**src/rtl/mdms_pkg.sv**
```systemverilog
// Shared types and constants of the mailbox doorbell message sender.
package mdms_pkg;

    typedef enum logic [1:0]
    {
        PH_IDLE,
        PH_PAYLOAD,
        PH_WAIT_FREE,
        PH_WAIT_ACK
    } phase_t;

    localparam logic [1:0] MODE_START   = 2'd0;
    localparam logic [1:0] MODE_PAYLOAD = 2'd1;
    localparam logic [1:0] MODE_STATUS  = 2'd2;

    localparam logic [1:0] ACT_WRITE = 2'd0;
    localparam logic [1:0] ACT_READ  = 2'd1;
    localparam logic [1:0] ACT_DONE  = 2'd2;
    localparam logic [1:0] ACT_ERROR = 2'd3;

    localparam int CFG_INDEX_W = 2;
    localparam logic [CFG_INDEX_W-1:0] CFG_CHANNEL_COUNT  = 2'd0;
    localparam logic [CFG_INDEX_W-1:0] CFG_NOTIFY_PATTERN = 2'd1;

    localparam logic [7:0]  CHANNEL_COUNT_RESET  = 8'd16;
    localparam logic [31:0] NOTIFY_PATTERN_RESET = 32'd1234;
    localparam logic [31:0] BYTES_PER_WORD       = 32'd4;

    // Result pairs buffered between the framer and the output port.
    localparam int PAIR_DEPTH = 2;

    typedef struct packed
    {
        logic [1:0]  mode;
        logic [31:0] message_bytes;
        logic [31:0] payload_word;
        logic [31:0] status_word;
    } item_t;

    typedef struct packed
    {
        logic [1:0]  action;
        logic [6:0]  channel_index;
        logic [31:0] write_value;
        logic        last_of_run;
    } result_t;

    typedef struct packed
    {
        logic [7:0]  channel_count;
        logic [31:0] notify_pattern;
    } cfg_t;

    function automatic result_t make_result(logic [1:0] act, logic [6:0] ch,
                                            logic [31:0] val, logic last);
        result_t r;
        r.action        = act;
        r.channel_index = ch;
        r.write_value   = val;
        r.last_of_run   = last;
        return r;
    endfunction

endpackage

```
**src/rtl/mdms_framer.sv**
```systemverilog
// Message framing state machine: turns one item into up to two results.
module mdms_framer #(
    parameter int MAX_CHANNELS = 128
) (
    input  logic                   clk,
    input  logic                   rst_n,
    input  logic                   item_valid,
    input  mdms_pkg::item_t        item,
    input  mdms_pkg::cfg_t         cfg,
    input  logic                   consume,
    output mdms_pkg::result_t [1:0] res,
    output logic [1:0]             res_cnt
);

    localparam logic [7:0] MAX_CH = 8'(MAX_CHANNELS);

    mdms_pkg::phase_t phase_reg, phase_next;
    logic [6:0]       chan_reg, chan_next;
    logic [31:0]      bytes_reg, bytes_next;

    logic [6:0]  last_ch;
    logic        busy;
    logic [31:0] bytes_dec;
    logic [6:0]  chan_inc;

    always_comb
    begin
        if (cfg.channel_count < 8'd2)
        begin
            last_ch = 7'd1;
        end
        else if (cfg.channel_count > MAX_CH)
        begin
            last_ch = 7'(MAX_CH - 8'd1);
        end
        else
        begin
            last_ch = 7'(cfg.channel_count - 8'd1);
        end
    end

    // A pattern of zero always reads as busy.
    assign busy      = (item.status_word & cfg.notify_pattern) == cfg.notify_pattern;
    assign bytes_dec = (bytes_reg > mdms_pkg::BYTES_PER_WORD) ?
                       bytes_reg - mdms_pkg::BYTES_PER_WORD : 32'd0;
    assign chan_inc  = chan_reg + 7'd1;

    always_comb
    begin
        phase_next = phase_reg;
        chan_next  = chan_reg;
        bytes_next = bytes_reg;
        res[0]     = mdms_pkg::make_result(mdms_pkg::ACT_ERROR, 7'd0, 32'd0, 1'b1);
        res[1]     = mdms_pkg::make_result(mdms_pkg::ACT_ERROR, 7'd0, 32'd0, 1'b1);
        res_cnt    = 2'd1;

        if (item.mode == mdms_pkg::MODE_START && phase_reg == mdms_pkg::PH_IDLE)
        begin
            if (item.message_bytes == 32'd0)
            begin
                res[0] = mdms_pkg::make_result(mdms_pkg::ACT_DONE, 7'd0, 32'd0, 1'b1);
            end
            else
            begin
                bytes_next = item.message_bytes;
                chan_next  = 7'd1;
                if (last_ch == 7'd1)
                begin
                    phase_next = mdms_pkg::PH_WAIT_FREE;
                    res[0]  = mdms_pkg::make_result(mdms_pkg::ACT_WRITE, 7'd0,
                                                    item.message_bytes, 1'b0);
                    res[1]  = mdms_pkg::make_result(mdms_pkg::ACT_READ, last_ch,
                                                    32'd0, 1'b1);
                    res_cnt = 2'd2;
                end
                else
                begin
                    phase_next = mdms_pkg::PH_PAYLOAD;
                    res[0]  = mdms_pkg::make_result(mdms_pkg::ACT_WRITE, 7'd0,
                                                    item.message_bytes, 1'b1);
                end
            end
        end
        else if (item.mode == mdms_pkg::MODE_PAYLOAD && phase_reg == mdms_pkg::PH_PAYLOAD)
        begin
            bytes_next = bytes_dec;
            chan_next  = chan_inc;
            if (chan_inc == last_ch || bytes_dec == 32'd0)
            begin
                phase_next = mdms_pkg::PH_WAIT_FREE;
                res[0]  = mdms_pkg::make_result(mdms_pkg::ACT_WRITE, chan_reg,
                                                item.payload_word, 1'b0);
                res[1]  = mdms_pkg::make_result(mdms_pkg::ACT_READ, last_ch, 32'd0, 1'b1);
                res_cnt = 2'd2;
            end
            else
            begin
                res[0] = mdms_pkg::make_result(mdms_pkg::ACT_WRITE, chan_reg,
                                               item.payload_word, 1'b1);
            end
        end
        else if (item.mode == mdms_pkg::MODE_STATUS && phase_reg == mdms_pkg::PH_WAIT_FREE)
        begin
            if (busy)
            begin
                res[0] = mdms_pkg::make_result(mdms_pkg::ACT_READ, last_ch, 32'd0, 1'b1);
            end
            else
            begin
                phase_next = mdms_pkg::PH_WAIT_ACK;
                res[0]  = mdms_pkg::make_result(mdms_pkg::ACT_WRITE, last_ch,
                                                cfg.notify_pattern, 1'b0);
                res[1]  = mdms_pkg::make_result(mdms_pkg::ACT_READ, last_ch, 32'd0, 1'b1);
                res_cnt = 2'd2;
            end
        end
        else if (item.mode == mdms_pkg::MODE_STATUS && phase_reg == mdms_pkg::PH_WAIT_ACK)
        begin
            if (busy)
            begin
                res[0] = mdms_pkg::make_result(mdms_pkg::ACT_READ, last_ch, 32'd0, 1'b1);
            end
            else
            begin
                chan_next = 7'd0;
                if (bytes_reg == 32'd0)
                begin
                    phase_next = mdms_pkg::PH_IDLE;
                    res[0] = mdms_pkg::make_result(mdms_pkg::ACT_DONE, 7'd0, 32'd0, 1'b1);
                end
                else
                begin
                    // Receiver took the fragment; more data follows from channel 0.
                    phase_next = mdms_pkg::PH_PAYLOAD;
                    res_cnt    = 2'd0;
                end
            end
        end
    end

    always_ff @(posedge clk or negedge rst_n)
    begin
        if (!rst_n)
        begin
            phase_reg <= mdms_pkg::PH_IDLE;
            chan_reg  <= 7'd0;
            bytes_reg <= 32'd0;
        end
        else if (consume)
        begin
            phase_reg <= phase_next;
            chan_reg  <= chan_next;
            bytes_reg <= bytes_next;
        end
    end

`ifndef SYNTHESIS
    a_idle_no_bytes: assert property (@(posedge clk) disable iff (!rst_n)
        phase_reg == mdms_pkg::PH_IDLE |-> bytes_reg == 32'd0)
        else $error("idle phase with bytes still pending");

    a_payload_has_bytes: assert property (@(posedge clk) disable iff (!rst_n)
        phase_reg == mdms_pkg::PH_PAYLOAD |-> bytes_reg != 32'd0)
        else $error("payload phase with no bytes left");

    a_silent_only_on_ack: assert property (@(posedge clk) disable iff (!rst_n)
        item_valid && res_cnt == 2'd0 |-> phase_reg == mdms_pkg::PH_WAIT_ACK)
        else $error("transaction without result outside the acknowledge poll");
`endif

endmodule

```
**src/rtl/mdms_out_queue.sv**
```systemverilog
// Queue of result pairs, shown one result at a time on the output port.
module mdms_out_queue (
    input  logic                    clk,
    input  logic                    rst_n,
    input  logic                    push,
    input  mdms_pkg::result_t [1:0] push_pair,
    output logic                    room,
    output logic                    out_valid,
    input  logic                    out_ready,
    output mdms_pkg::result_t       head
);

    localparam int PTR_W = (mdms_pkg::PAIR_DEPTH > 1) ? $clog2(mdms_pkg::PAIR_DEPTH) : 1;
    localparam int CNT_W = $clog2(mdms_pkg::PAIR_DEPTH + 1);
    localparam logic [PTR_W-1:0] PTR_LAST = PTR_W'(mdms_pkg::PAIR_DEPTH - 1);
    localparam logic [CNT_W-1:0] CNT_FULL = CNT_W'(mdms_pkg::PAIR_DEPTH);

    mdms_pkg::result_t [1:0] pair_mem_reg [mdms_pkg::PAIR_DEPTH];
    logic [PTR_W-1:0] wr_ptr_reg, wr_ptr_next;
    logic [PTR_W-1:0] rd_ptr_reg, rd_ptr_next;
    logic [CNT_W-1:0] count_reg, count_next;
    logic             sub_reg, sub_next;
    logic             pop;

    assign out_valid = count_reg != '0;
    assign head      = pair_mem_reg[rd_ptr_reg][sub_reg];
    assign pop       = out_valid && out_ready && head.last_of_run;
    assign room      = count_reg < CNT_FULL || pop;

    always_comb
    begin
        wr_ptr_next = wr_ptr_reg;
        rd_ptr_next = rd_ptr_reg;
        count_next  = count_reg;
        sub_next    = sub_reg;
        if (push)
        begin
            wr_ptr_next = (wr_ptr_reg == PTR_LAST) ? '0 : wr_ptr_reg + PTR_W'(1);
        end
        if (out_valid && out_ready)
        begin
            sub_next = !pop;
        end
        if (pop)
        begin
            rd_ptr_next = (rd_ptr_reg == PTR_LAST) ? '0 : rd_ptr_reg + PTR_W'(1);
        end
        if (push && !pop)
        begin
            count_next = count_reg + CNT_W'(1);
        end
        else if (pop && !push)
        begin
            count_next = count_reg - CNT_W'(1);
        end
    end

    always_ff @(posedge clk or negedge rst_n)
    begin
        if (!rst_n)
        begin
            wr_ptr_reg <= '0;
            rd_ptr_reg <= '0;
            count_reg  <= '0;
            sub_reg    <= 1'b0;
        end
        else
        begin
            wr_ptr_reg <= wr_ptr_next;
            rd_ptr_reg <= rd_ptr_next;
            count_reg  <= count_next;
            sub_reg    <= sub_next;
        end
    end

    always_ff @(posedge clk)
    begin
        if (push)
        begin
            pair_mem_reg[wr_ptr_reg] <= push_pair;
        end
    end

`ifndef SYNTHESIS
    a_count_bound: assert property (@(posedge clk) disable iff (!rst_n)
        count_reg <= CNT_FULL)
        else $error("result queue overflow");

    a_no_push_when_full: assert property (@(posedge clk) disable iff (!rst_n)
        push |-> room)
        else $error("result pair pushed into a full queue");

    a_second_is_last: assert property (@(posedge clk) disable iff (!rst_n)
        out_valid && sub_reg |-> head.last_of_run)
        else $error("second result of a pair is not the last of its run");
`endif

endmodule

```
**src/rtl/mailbox_doorbell_message_sender_top.sv**
```systemverilog
// Each result is registered in the input stage and then in the result queue.
// Throughput: one input transaction per cycle while the result queue has room; two
// results of an item leave in turn; the two-pair queue sets how far input runs ahead.
// Reset (rst_n, asynchronous, active low): idle phase, queue empty, channel count 16,
// notify pattern 1234. No clearing pass is needed.
module mailbox_doorbell_message_sender_top #(
    parameter int MAX_CHANNELS = 128
) (
    input  logic                             clk,
    input  logic                             rst_n,
    input  logic                             in_valid,
    output logic                             in_ready,
    input  logic [1:0]                       mode,
    input  logic [31:0]                      message_bytes,
    input  logic [31:0]                      payload_word,
    input  logic [31:0]                      status_word,
    output logic                             out_valid,
    input  logic                             out_ready,
    output logic [1:0]                       action,
    output logic [6:0]                       channel_index,
    output logic [31:0]                      write_value,
    output logic                             last_of_run,
    input  logic                             cfg_valid,
    output logic                             cfg_ready,
    input  logic [mdms_pkg::CFG_INDEX_W-1:0] cfg_index,
    input  logic [31:0]                      cfg_data
);

    logic              in_valid_reg;
    mdms_pkg::item_t   item_reg;
    mdms_pkg::cfg_t    cfg_reg;
    logic              consume;
    logic              room;
    logic              in_take;
    logic [1:0]        res_cnt;
    mdms_pkg::result_t [1:0] res;
    mdms_pkg::result_t head;

    assign cfg_ready = 1'b1;
    assign consume   = in_valid_reg && room;
    assign in_ready  = !in_valid_reg || consume;
    assign in_take   = in_valid && in_ready;

    always_ff @(posedge clk or negedge rst_n)
    begin
        if (!rst_n)
        begin
            in_valid_reg <= 1'b0;
        end
        else if (in_take)
        begin
            in_valid_reg <= 1'b1;
        end
        else if (consume)
        begin
            in_valid_reg <= 1'b0;
        end
    end

    always_ff @(posedge clk)
    begin
        if (in_take)
        begin
            item_reg.mode          <= mode;
            item_reg.message_bytes <= message_bytes;
            item_reg.payload_word  <= payload_word;
            item_reg.status_word   <= status_word;
        end
    end

    always_ff @(posedge clk or negedge rst_n)
    begin
        if (!rst_n)
        begin
            cfg_reg.channel_count  <= mdms_pkg::CHANNEL_COUNT_RESET;
            cfg_reg.notify_pattern <= mdms_pkg::NOTIFY_PATTERN_RESET;
        end
        else if (cfg_valid && cfg_ready)
        begin
            case (cfg_index)
                mdms_pkg::CFG_CHANNEL_COUNT:  cfg_reg.channel_count  <= cfg_data[7:0];
                mdms_pkg::CFG_NOTIFY_PATTERN: cfg_reg.notify_pattern <= cfg_data;
                default: ;
            endcase
        end
    end

    mdms_framer #(
        .MAX_CHANNELS(MAX_CHANNELS)
    ) u_framer (
        .clk        (clk),
        .rst_n      (rst_n),
        .item_valid (in_valid_reg),
        .item       (item_reg),
        .cfg        (cfg_reg),
        .consume    (consume),
        .res        (res),
        .res_cnt    (res_cnt)
    );

    mdms_out_queue u_out_queue (
        .clk       (clk),
        .rst_n     (rst_n),
        .push      (consume && res_cnt != 2'd0),
        .push_pair (res),
        .room      (room),
        .out_valid (out_valid),
        .out_ready (out_ready),
        .head      (head)
    );

    assign action        = head.action;
    assign channel_index = head.channel_index;
    assign write_value   = head.write_value;
    assign last_of_run   = head.last_of_run;

endmodule

```
**config.mk**
```make
export PLATFORM = sky130hd
export DESIGN_NAME = mailbox_doorbell_message_sender_top
export DESIGN_NICKNAME = d
export VERILOG_FILES = /design/src/rtl/mdms_pkg.sv /design/src/rtl/mdms_framer.sv /design/src/rtl/mdms_out_queue.sv /design/src/rtl/mailbox_doorbell_message_sender_top.sv
export SDC_FILE = /design/constraint.sdc
export NUM_CORES = 1
export LEC_CHECK = 0
export BUFFER_PORTS_ARGS = -buffer_cell sky130_fd_sc_hd__buf_2
export CORE_MARGIN = 5
export CORE_UTILIZATION = 45
export DETAILED_ROUTE_END_ITERATION = 10
export GPL_ROUTABILITY_DRIVEN = 0
export GPL_TIMING_DRIVEN = 0
export PLACE_DENSITY = 0.65
export SLEW_MARGIN = 20
export SYNTH_ARGS = -nofsm -noshare
export SYNTH_HDL_FRONTEND = slang
export SYNTH_SLANG_ARGS = --single-unit
```
**constraint.sdc**
```tcl
create_clock -name clk -period 6.25 [get_ports clk]
set_input_delay 1.25 -clock clk [delete_from_list [all_inputs] [get_ports clk]]
set_output_delay 1.25 -clock clk [all_outputs]
set_load 0.01 [all_outputs]
```
# Word-level counts from Yosys, hierarchy flattened
# Memories as Yosys holds them, arrays and structs flattened.
# Cells that the tools add are included.
[word_totals]
ramBits = 168
mem_bits_ro = 0
output_inout_bits = 45
latch_bits = 0
in_bits = 137
reg_bits = 185
wordCells = 132
memories = 1
[classes]
order_cmp = 5
n_shift = 0
n_reduce_logical = 35
mux = 56
n_mul = 0
n_eq_ne = 13
n_bitwise = 1
n_addsub = 7
n_div = 0
[memory_table]
columns = ["name", "words", "width", "read_ports", "rd_ports_with_merged_regs", "write_ports", "line", "rtl"]
rows = [
  ["u_out_queue.pair_mem_reg", 2, 84, 1, 0, 1, "mdms_out_queue.sv:18", "mdms_pkg::result_t [1:0] pair_mem_reg [mdms_pkg::PAIR_DEPTH];"],
]
[ops]
columns = ["cell", "count"]
rows = [
  ["42-bit 2-to-1 mux", 11],
  ["84-bit 2-to-1 mux", 2],
  ["32-bit 2-to-1 mux", 4],
  ["32-bit zero test", 3],
  ["41-bit 2-to-1 mux", 2],
  ["7-bit 2-to-1 mux", 8],
  ["2-bit 2-to-1 mux", 19],
  ["32-bit AND", 1],
  ["32-bit equality test", 1],
  ["32-bit by 3-bit greater-than comparator with 1-bit output, second input constant", 1],
  ["32-bit by 3-bit subtractor with 32-bit output, second input constant", 1],
  ["1-bit logical AND", 11],
  ["1-bit 2-to-1 mux", 10],
  ["5-bit AND reduction", 2],
  ["2-bit nonzero test", 5],
  ["8-bit greater-than comparator, second input constant", 1],
  ["8-bit by 2-bit < comparator with 1-bit output, second input constant", 1],
  ["7-bit by 1-bit adder with 7-bit output, second input constant", 1],
  ["7-bit by 1-bit equality test with 1-bit output, second input constant", 1],
  ["7-bit equality test", 1],
  ["7-bit by 1-bit subtractor with 7-bit output, second input constant", 1],
  ["2-bit by 1-bit equality test with 1-bit output, second input constant", 3],
  ["2-bit equality test, second input constant", 3],
  ["2-bit zero test", 3],
  ["other kinds (15)", 21],
]

# Depth between registers and ports, before layout
# Gate-level depths: netlist of the first run.
[logic_depth]
word_depth = 14
ltp_mapped = 13
ltp_nobuf = 12

# Cells and area by module
# Synthesis of the first run repeated with hierarchy kept, for this count alone.
[unflattened]
hier_cells = 1059
area_unflattened_um2 = 15454.8
[modules_own_cells]
columns = ["mod", "seq_area_each_um2", "area_each_um2", "n_inst", "cells_per_inst"]
rows = [
  ["mdms_out_queue", 5170.0, 6314.8, 1, 243],
  ["mdms_framer", 1026.0, 4596.9, 1, 625],
  ["mailbox_doorbell_message_sender_top", 3976.3, 4543.1, 1, 191],
]

# Worst setup path before layout of the first run
# Ideal clock, no wire load.
[synth_timing]
path_kind = "reg-to-reg"
from = "register u_framer.bytes_reg[2]"
to = "memory u_out_queue.pair_mem_reg[0][0] (netlist name), enable pin"
setup_slack_ns = 1.699
setup_time_ns = 0.456
arrival_time_ns = 4.096
stages_incl_launch_ff = 10
required_time_ns = 5.794
synth_period_minus_slack_ns = 4.551
path_buffers = 1
cell_sequence = "dfrtp_1 > inv_1 > ha_1 > nor3b_1 > and4_1 > clkbuf_1 > o2111ai_1 > o21ai_0 > o211ai_1 > nor2_1"
[synth_between]
elab_chain_len = 11
elab_cells_between_ends = 17
classes_between = "add/sub: 1; order compare: 1; mux: 10; reduce/logical: 5"
[synth_lines]
columns = ["item", "line", "rtl"]
rows = [
  ["start, declared", "mdms_framer.sv:19", "logic [31:0] bytes_reg, bytes_next;"],
  ["start signal, assigned", "mdms_framer.sv:153", "bytes_reg <= bytes_next;"],
  ["32-bit by 3-bit subtractor with 32-bit output, or another cell as far along", "mdms_framer.sv:45", "bytes_reg - mdms_pkg::BYTES_PER_WORD : 32'd0;"],
  ["32-bit 2-to-1 mux or 1-bit 2-to-1 mux (tied branches)", "mdms_framer.sv:44, mdms_framer.sv:126", ""],
  ["32-bit zero test or 2-bit 2-to-1 mux (tied branches)", "mdms_framer.sv:88, mdms_framer.sv:119", ""],
  ["1-bit logical OR or 2-bit 2-to-1 mux (tied branches)", "mdms_framer.sv:88, mdms_framer.sv:117", ""],
  ["2-bit 2-to-1 mux, on equally long branches", "mdms_framer.sv:88, mdms_framer.sv:102", ""],
  ["2-bit 2-to-1 mux (*)", "mdms_framer.sv:84", "else if (item.mode == mdms_pkg::MODE_PAYLOAD && phase_reg == mdms_pkg::PH_PAYLOAD)"],
  ["2-bit 2-to-1 mux (*)", "mdms_framer.sv:57", "if (item.mode == mdms_pkg::MODE_START && phase_reg == mdms_pkg::PH_IDLE)"],
  ["2-bit nonzero test (*)", "mailbox_doorbell_message_sender_top.sv:104", ".push (consume && res_cnt != 2'd0),"],
  ["1-bit logical AND (*)", "mailbox_doorbell_message_sender_top.sv:104", ""],
  ["1-bit 2-to-1 mux (*)", "mdms_out_queue.sv:78", "if (push)"],
  ["1-bit 2-to-1 mux (not written as such) (*)", "mdms_out_queue.sv:80", "pair_mem_reg[wr_ptr_reg] <= push_pair;"],
  ["end, declared", "mdms_out_queue.sv:18", ""],
]
# Every way passes the cells marked *; elsewhere a longest branch is shown, timed or not.

# Worst setup path in the final report of the first run
[layout_timing]
from = "register u_out_queue.rd_ptr_reg"
to = "output write_value[24]"
[layout_between]
elab_chain_len = 3
[layout_lines]
columns = ["item", "line", "rtl"]
rows = [
  ["start, declared", "mdms_out_queue.sv:20", "logic [PTR_W-1:0] rd_ptr_reg, rd_ptr_next;"],
  ["start signal, assigned", "mdms_out_queue.sv:70", "rd_ptr_reg <= rd_ptr_next;"],
  ["memory read 2 x 84 bit", "n/a", ""],
  ["42-bit 2-to-1 mux (not written as such) (2 in series)", "mdms_out_queue.sv:26", "assign head = pair_mem_reg[rd_ptr_reg][sub_reg];"],
  ["end, declared", "mailbox_doorbell_message_sender_top.sv:21", "output logic [31:0] write_value,"],
]
# Every way passes these cells. The select of a mux whose other input is x is not followed.

==> impl_metrics.yaml, run 1 <==
setup_path:
  critical_path.startpoint_type: "flip-flop"
  rrSetupSlack_ns: 2.51
  worst_r2r_endpoint: "u_out_queue.pair_mem_reg[0][18]$_DFFE_PP_"
  r2r-start: "u_framer.bytes_reg[2]$_DFFE_PN0P_"
  maximum_fanout_along_the_worst_path: 10
  critPathMaxStageDelay_ns: 0.80
  crit_path_start: "u_out_queue.rd_ptr_reg$_DFFE_PN0P_"
  slowest_stage: "sky130_fd_sc_hd__clkbuf_1"
  timing.critical_path.required_ns: 5.00
  crit_chain: "clkbuf_1 > clkbuf_1 > clkbuf_1 > mux2i_1 > nor2_1 > buf_2"
  setup.worst_path.end_class: "output pin"
  timing.reg2reg.worst_path_depth: 10
  cp_data_arrival_time_ns: 3.48
  worstSetupEndpoint: "write_value[24]"
  critPathMostFrequentCell: "sky130_fd_sc_hd__clkbuf_1"
  timing_worst_setup_path_type: "flip-flop to output pin"
sta:
  timing.final.max_slew_violations: 0
  finalCriticalPeriod_ns: 4.73
  rsz_0062_raised_after_global_routing: "false"
  final_setup_vio_count: 0
  final.period_utilization_pct: 75.7
  fin_setup_tns_ns: 0
  worst_slew_margin_rel_pct: 34.9
  tightest_slew_ns: 0.977
  hold_violations: 0
  skew_ns: 0.00782
  max_freq_mhz: 211
  finalHoldWorstSlack_ns: 0.506
drt:
  finalWirelength_microns: 34900
  avgRoutedWirePerCell_microns: 21.3
  post_drt_via_cell_ratio: 5.69
  drt.antenna.violating_nets: 0
  post-route-drc-count: 0
  route.vias.total: 9321
  detailed_route_iter0_violations: 816
  drt_first_pass_iters: 8
grt:
  grt_max_degree: 55
  grt_pass1_vias: 9020
  grt_pass1_wl_microns: 52100
  remaining_global_route_overflow: 0
  track_usage_pct: 21.6
  initial_antenna_violation_count: 2
clock_tree:
  clk_latency_ns: 0.55
  post_cts_sizing: 0
  cts-root-buf: "sky130_fd_sc_hd__clkbuf_16"
  cts_htree_levels: 1
  cts_max_path_buffers: 3
  clk_transition_reported_paths_ns: 0.06
  holdBufCountCts: 0
  postCtsSetupBuffers: 0
  tritoncts.num_buffers: 29
  tritoncts_clock_tree: "yes"
  numClockSinks: 283
floorplan:
  cell_rows: 61
  initial_core_util_pct: 45.6
  design.die.area_sq_um: 31600
  ios: 182
  core-area_sq_um: 27800
  vertical_die_dimension_microns: 178
  chipWidth_microns: 178
cells_and_area:
  final_net_count: 1379
  post_route_cells_drive_above_1_share_pct: 24.8
  antenna_cells_inserted: 0
  final.fill_count: 2427
  syn2layout_area_growth_pct: 19.7
yosys:
  syn-instance-count: 1020
  ys.warnings.count: 0
  ys_types: 68
  netlist_area_sq_um: 12700
  synthesis.area_per_instance_sq_um: 12.4
  synth_sequential_area_ratio_pct: 63.7
  mappedNetlistNets: 1162
  postSynth.topFlopCell: "sky130_fd_sc_hd__edfxtp_1"
  synth-edff-count: 196
  synth-async-reset-ratio_pct: 30.7
  yosys_register_bits: 283
place:
  numPortBuffers: 180
  hpwl_microns: 25500
power:
  vdd_drop_max_mv: 0.287
  static-leakage-power_nw: 6.02
  power_per_cell_area_nw_per_um2: 419
flow_run:
  max_cap_viol_count: 0
run_status:
  outcome: "finished clean"
min_path:
  worstHoldPathType: "flip-flop to flip-flop"
[cells by family after synthesis]
kind of cell,Yosys count,synth area share (%)
DFF,283,63.7
muxes,79,7.32
xor gates and xnor gates,28,1.94
AOI/OAI and AO/OA,203,10.7
other,1,0.0296
adders and majority gates,5,0.494
buffers and inverters,121,3.72
and+or+nand+nor,300,12.1
[through the flow]
step	util [%]	setup slack (ns)	instance area, sq um	instances	total power [mW]
floorplan	-	1.70	12700	1020	3.93
global placement	50.5	-0.294	14000	1578	4.59
detailed placement	51.2	2.10	14200	1584	4.67
CTS	54.6	1.53	15200	1638	6.38
global route	54.6	1.34	15200	1638	6.66
finish	54.6	1.52	15200	1638	6.35
[layer usage]
| layer | share of wire (%) | routed length (microns) | global-route usage [%] |
|---|---|---|---|
| met1 | 43 | 15200 | 30.7 |
| met2 | 45 | 15600 | 33.2 |
| met3 | 8.6 | 3010 | 4.77 |
| met5 | 0.077 | 27 | 0 |
| met4 | 3.3 | 1150 | 6.83 |
[power breakdown]
part | internal [mW] | switching (mW)
Sequential | 2.55 | 0.286
Combinational | 0.699 | 1.11
Clock | 1.00 | 0.705
Total | 4.25 | 2.11
[how the worst min path moves through the flow]
stage	start	to	cells after the start
floorplan	u_framer.bytes_reg[0]$_DFFE_PN0P_	u_framer.bytes_reg[0]$_DFFE_PN0P_	1
global placement	u_framer.bytes_reg[0]$_DFFE_PN0P_	u_framer.bytes_reg[0]$_DFFE_PN0P_	1
detailed placement	u_framer.bytes_reg[0]$_DFFE_PN0P_	u_framer.bytes_reg[0]$_DFFE_PN0P_	1
CTS	u_framer.bytes_reg[0]$_DFFE_PN0P_	u_framer.bytes_reg[0]$_DFFE_PN0P_	1
global route	u_framer.bytes_reg[0]$_DFFE_PN0P_	u_framer.bytes_reg[0]$_DFFE_PN0P_	1
finish	u_framer.bytes_reg[0]$_DFFE_PN0P_	u_framer.bytes_reg[0]$_DFFE_PN0P_	1
[Yosys cell counts (4+ instances only)]
library cell	count	area (sq um)
sky130_fd_sc_hd__nor3_1	33	165
sky130_fd_sc_hd__o22ai_1	15	93.8
sky130_fd_sc_hd__a22oi_1	6	45.0
sky130_fd_sc_hd__buf_2	5	25.0
sky130_fd_sc_hd__xnor2_1	17	149
sky130_fd_sc_hd__a221o_1	5	50.1
sky130_fd_sc_hd__o31ai_1	5	37.5
sky130_fd_sc_hd__a31oi_1	5	31.3
sky130_fd_sc_hd__mux4_2	7	158
sky130_fd_sc_hd__buf_1	7	26.3
sky130_fd_sc_hd__and2_1	9	56.3
sky130_fd_sc_hd__mux2i_1	33	330
sky130_fd_sc_hd__dfrtp_1	81	2030
sky130_fd_sc_hd__ha_1	5	62.6
sky130_fd_sc_hd__nor2_1	100	375
sky130_fd_sc_hd__and3_1	5	31.3
sky130_fd_sc_hd__or2_2	6	37.5
sky130_fd_sc_hd__nor3b_1	8	60.1
sky130_fd_sc_hd__a32oi_1	7	61.3
sky130_fd_sc_hd__nand2b_1	10	62.6
sky130_fd_sc_hd__a222oi_1	27	270
sky130_fd_sc_hd__nor4_2	4	50.1
sky130_fd_sc_hd__o21ai_0	67	335
sky130_fd_sc_hd__o21ai_1	7	35.0
sky130_fd_sc_hd__nand4_1	9	56.3
sky130_fd_sc_hd__inv_1	68	255
sky130_fd_sc_hd__dfstp_2	6	158
sky130_fd_sc_hd__mux2_2	39	439
sky130_fd_sc_hd__nand2_1	45	169
sky130_fd_sc_hd__nor4_1	25	156
sky130_fd_sc_hd__nand3_1	22	110
sky130_fd_sc_hd__clkbuf_1	39	146
sky130_fd_sc_hd__xor2_1	11	96.3
sky130_fd_sc_hd__edfxtp_1	196	5890
sky130_fd_sc_hd__a21oi_1	34	170
[worst max-delay path: cells and delay by family, from the launching register on]
kind / cells / cell delay [ns]
buffers and inverters: 4 / 2.22
AND/OR/NAND/NOR: 1 / 0.09
flip-flops: 1 / 0.33
multiplexers: 1 / 0.28
[layout by cell type, fill, tap and decap left out, types with 10 or more instances in the layout]
| cell type | Yosys | layout |
|---|---|---|
| sky130_fd_sc_hd__nand2_1 | 45 | 45 |
| sky130_fd_sc_hd__a222oi_1 | 27 | 27 |
| sky130_fd_sc_hd__o21ai_0 | 67 | 67 |
| sky130_fd_sc_hd__mux2i_1 | 33 | 33 |
| sky130_fd_sc_hd__buf_2 | 5 | 184 |
| sky130_fd_sc_hd__nand3_1 | 22 | 22 |
| sky130_fd_sc_hd__mux2_2 | 39 | 39 |
| sky130_fd_sc_hd__dfrtp_1 | 81 | 81 |
| sky130_fd_sc_hd__nor2_1 | 100 | 98 |
| sky130_fd_sc_hd__inv_1 | 68 | 68 |
| sky130_fd_sc_hd__a21oi_1 | 34 | 34 |
| sky130_fd_sc_hd__o22ai_1 | 15 | 15 |
| sky130_fd_sc_hd__nor3_1 | 33 | 33 |
| sky130_fd_sc_hd__clkbuf_1 | 39 | 47 |
| sky130_fd_sc_hd__edfxtp_1 | 196 | 196 |
| sky130_fd_sc_hd__xnor2_1 | 17 | 17 |
| sky130_fd_sc_hd__xor2_1 | 11 | 11 |
| sky130_fd_sc_hd__clkbuf_16 | 0 | 29 |
| sky130_fd_sc_hd__nor4_1 | 25 | 24 |
| sky130_fd_sc_hd__nand2b_1 | 10 | 10 |
[layout make-up]
type                    count  area [sq um]  area share, %
repair buffers            186          1060           6.97
inverters                  68           255           1.68
flip-flops and latches    283          8070           53.2
plain buffers              53           216           1.43
clock inverters            15           151          0.999
well taps                 378           473           3.12
multi-input cells         616          4160           27.4
clock buffers              39           783           5.17
Note: power is estimated with default switching activity, not from simulation.
==> run 2, diff against run 1 <==
--- a/config.mk
+++ b/config.mk
@@ -5,13 +5,14 @@
 export SDC_FILE = /design/constraint.sdc
 export NUM_CORES = 1
 export LEC_CHECK = 0
+export ABC_AREA = 1
 export BUFFER_PORTS_ARGS = -buffer_cell sky130_fd_sc_hd__buf_2
 export CORE_MARGIN = 5
 export CORE_UTILIZATION = 45
 export DETAILED_ROUTE_END_ITERATION = 10
 export GPL_ROUTABILITY_DRIVEN = 0
 export GPL_TIMING_DRIVEN = 0
-export PLACE_DENSITY = 0.65
+export PLACE_DENSITY = 0.68
 export SLEW_MARGIN = 20
 export SYNTH_ARGS = -nofsm -noshare
 export SYNTH_HDL_FRONTEND = slang
==> constraint.sdc (replaced) <==
create_clock -name clk -period 4.2 [get_ports clk]
set_input_delay 0.84 -clock clk [delete_from_list [all_inputs] [get_ports clk]]
set_output_delay 0.84 -clock clk [all_outputs]
set_load 0.01 [all_outputs]
==> run 2 against run 1 <==
  * Utilization shrank 0.23 points
  * Global-route usage grew 0.64 points
  * Sequential share of layout area shrank 1.5 points
  * Area after synthesis grew 3.2%
  * Combinational power grew 100%
  * Critical path depth grew 1
  * Non-clock buffer count shrank 2
  * Critical path type unchanged
==> impl_metrics.yaml, run 2 <==
setup_path:
  timing_worst_setup_path_type: "flip-flop to output pin"
  setup.worst_path.end_class: "output pin"
  maximum_fanout_along_the_worst_path: 10
  r2r-start: "cfg_reg[5]$_DFFE_PN0P_"
  critical_path.startpoint_type: "flip-flop"
  timing.critical_path.required_ns: 3.36
  cp_data_arrival_time_ns: 2.61
  timing.reg2reg.worst_path_depth: 10
  worst_r2r_endpoint: "u_out_queue.pair_mem_reg[0][2]$_DFFE_PP_"
  rrSetupSlack_ns: 1.01
sta:
  tightest_slew_ns: 0.763
  finalCriticalPeriod_ns: 3.45
  worst_slew_margin_rel_pct: 49.0
  hold_violations: 0
  rsz_0062_raised_after_global_routing: "false"
  final_setup_vio_count: 0
  skew_ns: 0.0223
  timing.final.max_slew_violations: 0
  max_freq_mhz: 290
  final.period_utilization_pct: 82.2
yosys:
  synth-edff-count: 196
  yosys-top-cells-count: "276 x sky130_fd_sc_hd__nand2_1, 213 x sky130_fd_sc_hd__nor2_1, 196 x sky130_fd_sc_hd__edfxtp_1"
  synth-async-reset-ratio_pct: 30.7
  yosysMostFrequentCell: "sky130_fd_sc_hd__nand2_1"
  synth.mux.area_fraction_pct: 0.335
  synth_fa_ha_area_share_pct: 0.479
  synth_top_family_by_area: "simple AND/OR/NAND/NOR gates"
  netlist_area_sq_um: 13100
  synth_top_area_share_pct: 45.1
  mappedNetlistNets: 1503
  syn-instance-count: 1361
  yosys.area_share.simple_pct: 23.2
  netlist.top_cell.by_area: "sky130_fd_sc_hd__edfxtp_1"
  synth_xor_xnor_area_share_pct: 1.01
  synth_area_leaders: "sky130_fd_sc_hd__edfxtp_1 45%, sky130_fd_sc_hd__dfrtp_1 16%, sky130_fd_sc_hd__nand2_1 7.9%"
  yosys_register_bits: 283
  postSynth.topFlopCell: "sky130_fd_sc_hd__edfxtp_1"
  ys.warnings.count: 0
  synthesis.area_per_instance_sq_um: 9.60
  ys_types: 47
  synth_sequential_area_ratio_pct: 61.8
  synth_compound_gate_area_share_pct: 8.08
clock_tree:
  post_cts_sizing: 0
  clk_latency_ns: 0.55
  holdBufCountCts: 0
  numClockSinks: 283
  tritoncts_clock_tree: "yes"
  tritoncts.num_buffers: 31
  cts_max_path_buffers: 3
  clk_transition_reported_paths_ns: 0.06
  cts-root-buf: "sky130_fd_sc_hd__clkbuf_16"
  postCtsSetupBuffers: 0
  cts_htree_levels: 1
cells_and_area:
  final_design_area_no_fill_sq_um: 15600
  post_route_cells_drive_above_1_share_pct: 18.3
  final.fill_count: 2579
  antenna_cells_inserted: 0
  layout.cells.most_common: "sky130_fd_sc_hd__nand2_1"
  final_net_count: 1722
  most_used_cells_in_the_layout_excluding_fill_and_tap_cells: "276 x sky130_fd_sc_hd__nand2_1, 211 x sky130_fd_sc_hd__nor2_1, 196 x sky130_fd_sc_hd__edfxtp_1"
  syn2layout_area_growth_pct: 19.4
  layoutNonFillerInstCount: 1988
drt:
  post-route-drc-count: 0
  post_drt_via_cell_ratio: 5.31
  avgRoutedWirePerCell_microns: 18.7
  route.vias.total: 10600
  finalWirelength_microns: 37100
  drt.antenna.violating_nets: 0
  drt_first_pass_iters: 7
  detailed_route_iter0_violations: 1086
place:
  numPortBuffers: 180
  placedCellCount: 1931
  hpwl_microns: 28500
  dpl-instance-area_sq_um: 14600
run_status:
  outcome: "finished clean"
grt:
  grt_max_degree: 79
  remaining_global_route_overflow: 0
  grt_pass1_vias: 10200
  grt_pass1_wl_microns: 56800
  track_usage_pct: 22.2
  initial_antenna_violation_count: 0
power:
  vdd_drop_max_mv: 0.505
  static-leakage-power_nw: 6.76
  power_per_cell_area_nw_per_um2: 675
floorplan:
  vertical_die_dimension_microns: 180
  design.die.area_sq_um: 32500
  initial_core_util_pct: 45.5
  ios: 182
  cell_rows: 62
  chipWidth_microns: 180
  core-area_sq_um: 28700
flow_run:
  max_cap_viol_count: 0
min_path:
  worstHoldPathType: "input port to asynchronous set/reset pin"
run 2: cell count changes in the layout (fill, tap and decap cells not counted), sizes merged, moves of 31 or more:
cell,previous run,this run
nor3,35,4
inv,70,119
nor2,100,231
nand3,23,119
mux2,39,3
nand2,45,290
o21ai,74,129
mux2i,33,1
run 2: routing by layer:
layer,global-route usage [%],vias up,part of all wire (%)
met1,32.8,4934,44
met4,6.11,0,2.7
li1,-,5045,-
met5,0,-,0
met2,33.5,523,43
met3,4.76,62,10
run 2: report_power, final:
group / internal [mW] / total (mW) / switching [mW] / leakage [nW]
Sequential: 3.90 / 4.32 / 0.420 / 2.92
Combinational: 1.17 / 3.64 / 2.48 / 3.36
Clock: 1.51 / 2.57 / 1.05 / 0.480
run 2: layout make-up:
class                   instances  area [sq um]  area share, %
well taps                     384           480           3.08
flip-flops and latches        283          8070           51.7
repair buffers                186          1070           6.87
clock buffers                  43           841           5.39
inverters                     120           455           2.92
plain buffers                  51           220           1.41
multi-input cells             907          4340           27.8
clock inverters                14           123          0.786
run 2: cell families (layout without fill, tap and decap cells):
group,after synthesis,after routing
simple gates,686,686
fa+ha+maj,5,5
mux,4,4
flops,283,283
compound gates,196,196
xor+xnor,15,15
buf+inv,171,414
other cells,1,1
run 2: metrics by stage:
stage / hold slack, ns / util [%] / setup TNS (ns) / worst slack (ns) / power, mW
after floorplan: 0.446 / - / 0 / 0.330 / 6.54
after global placement: 0.464 / 50.3 / -184.81 / -1.45 / 7.78
after detailed placement: 0.465 / 51.0 / 0 / 1.10 / 7.97
after CTS: 0.194 / 54.4 / 0 / 0.676 / 10.5
after global routing: 0.219 / 54.4 / 0 / 0.567 / 11.1
final: 0.200 / 54.4 / 0 / 0.746 / 10.5
run 2: worst max-delay path, cell delays in order, from the launching register on:
cell,delay (ns)
sky130_fd_sc_hd__dfrtp_1,0.47
sky130_fd_sc_hd__clkbuf_1,0.27
sky130_fd_sc_hd__inv_1,0.20
sky130_fd_sc_hd__clkbuf_1,0.35
sky130_fd_sc_hd__clkbuf_1,0.41
sky130_fd_sc_hd__nor2_1,0.07
sky130_fd_sc_hd__nor2_1,0.15
sky130_fd_sc_hd__buf_2,0.15
run 2: how the worst max path moves through the flow:
stage / slack (ns) / depth (start not counted) / endpoint / start
after floorplan: 0.33 / 6 / u_out_queue.pair_mem_reg[1][0]$_DFFE_PP_ / out_ready
after global placement: -1.45 / 9 / u_out_queue.pair_mem_reg[1][11]$_DFFE_PP_ / cfg_reg[8]$_DFFE_PN0P_
after detailed placement: 1.10 / 10 / u_out_queue.pair_mem_reg[0][18]$_DFFE_PP_ / cfg_reg[5]$_DFFE_PN0P_
after CTS: 0.68 / 7 / write_value[29] / u_out_queue.rd_ptr_reg$_DFFE_PN0P_
after global routing: 0.57 / 7 / write_value[29] / u_out_queue.rd_ptr_reg$_DFFE_PN0P_
final: 0.75 / 7 / write_value[25] / u_out_queue.rd_ptr_reg$_DFFE_PN0P_
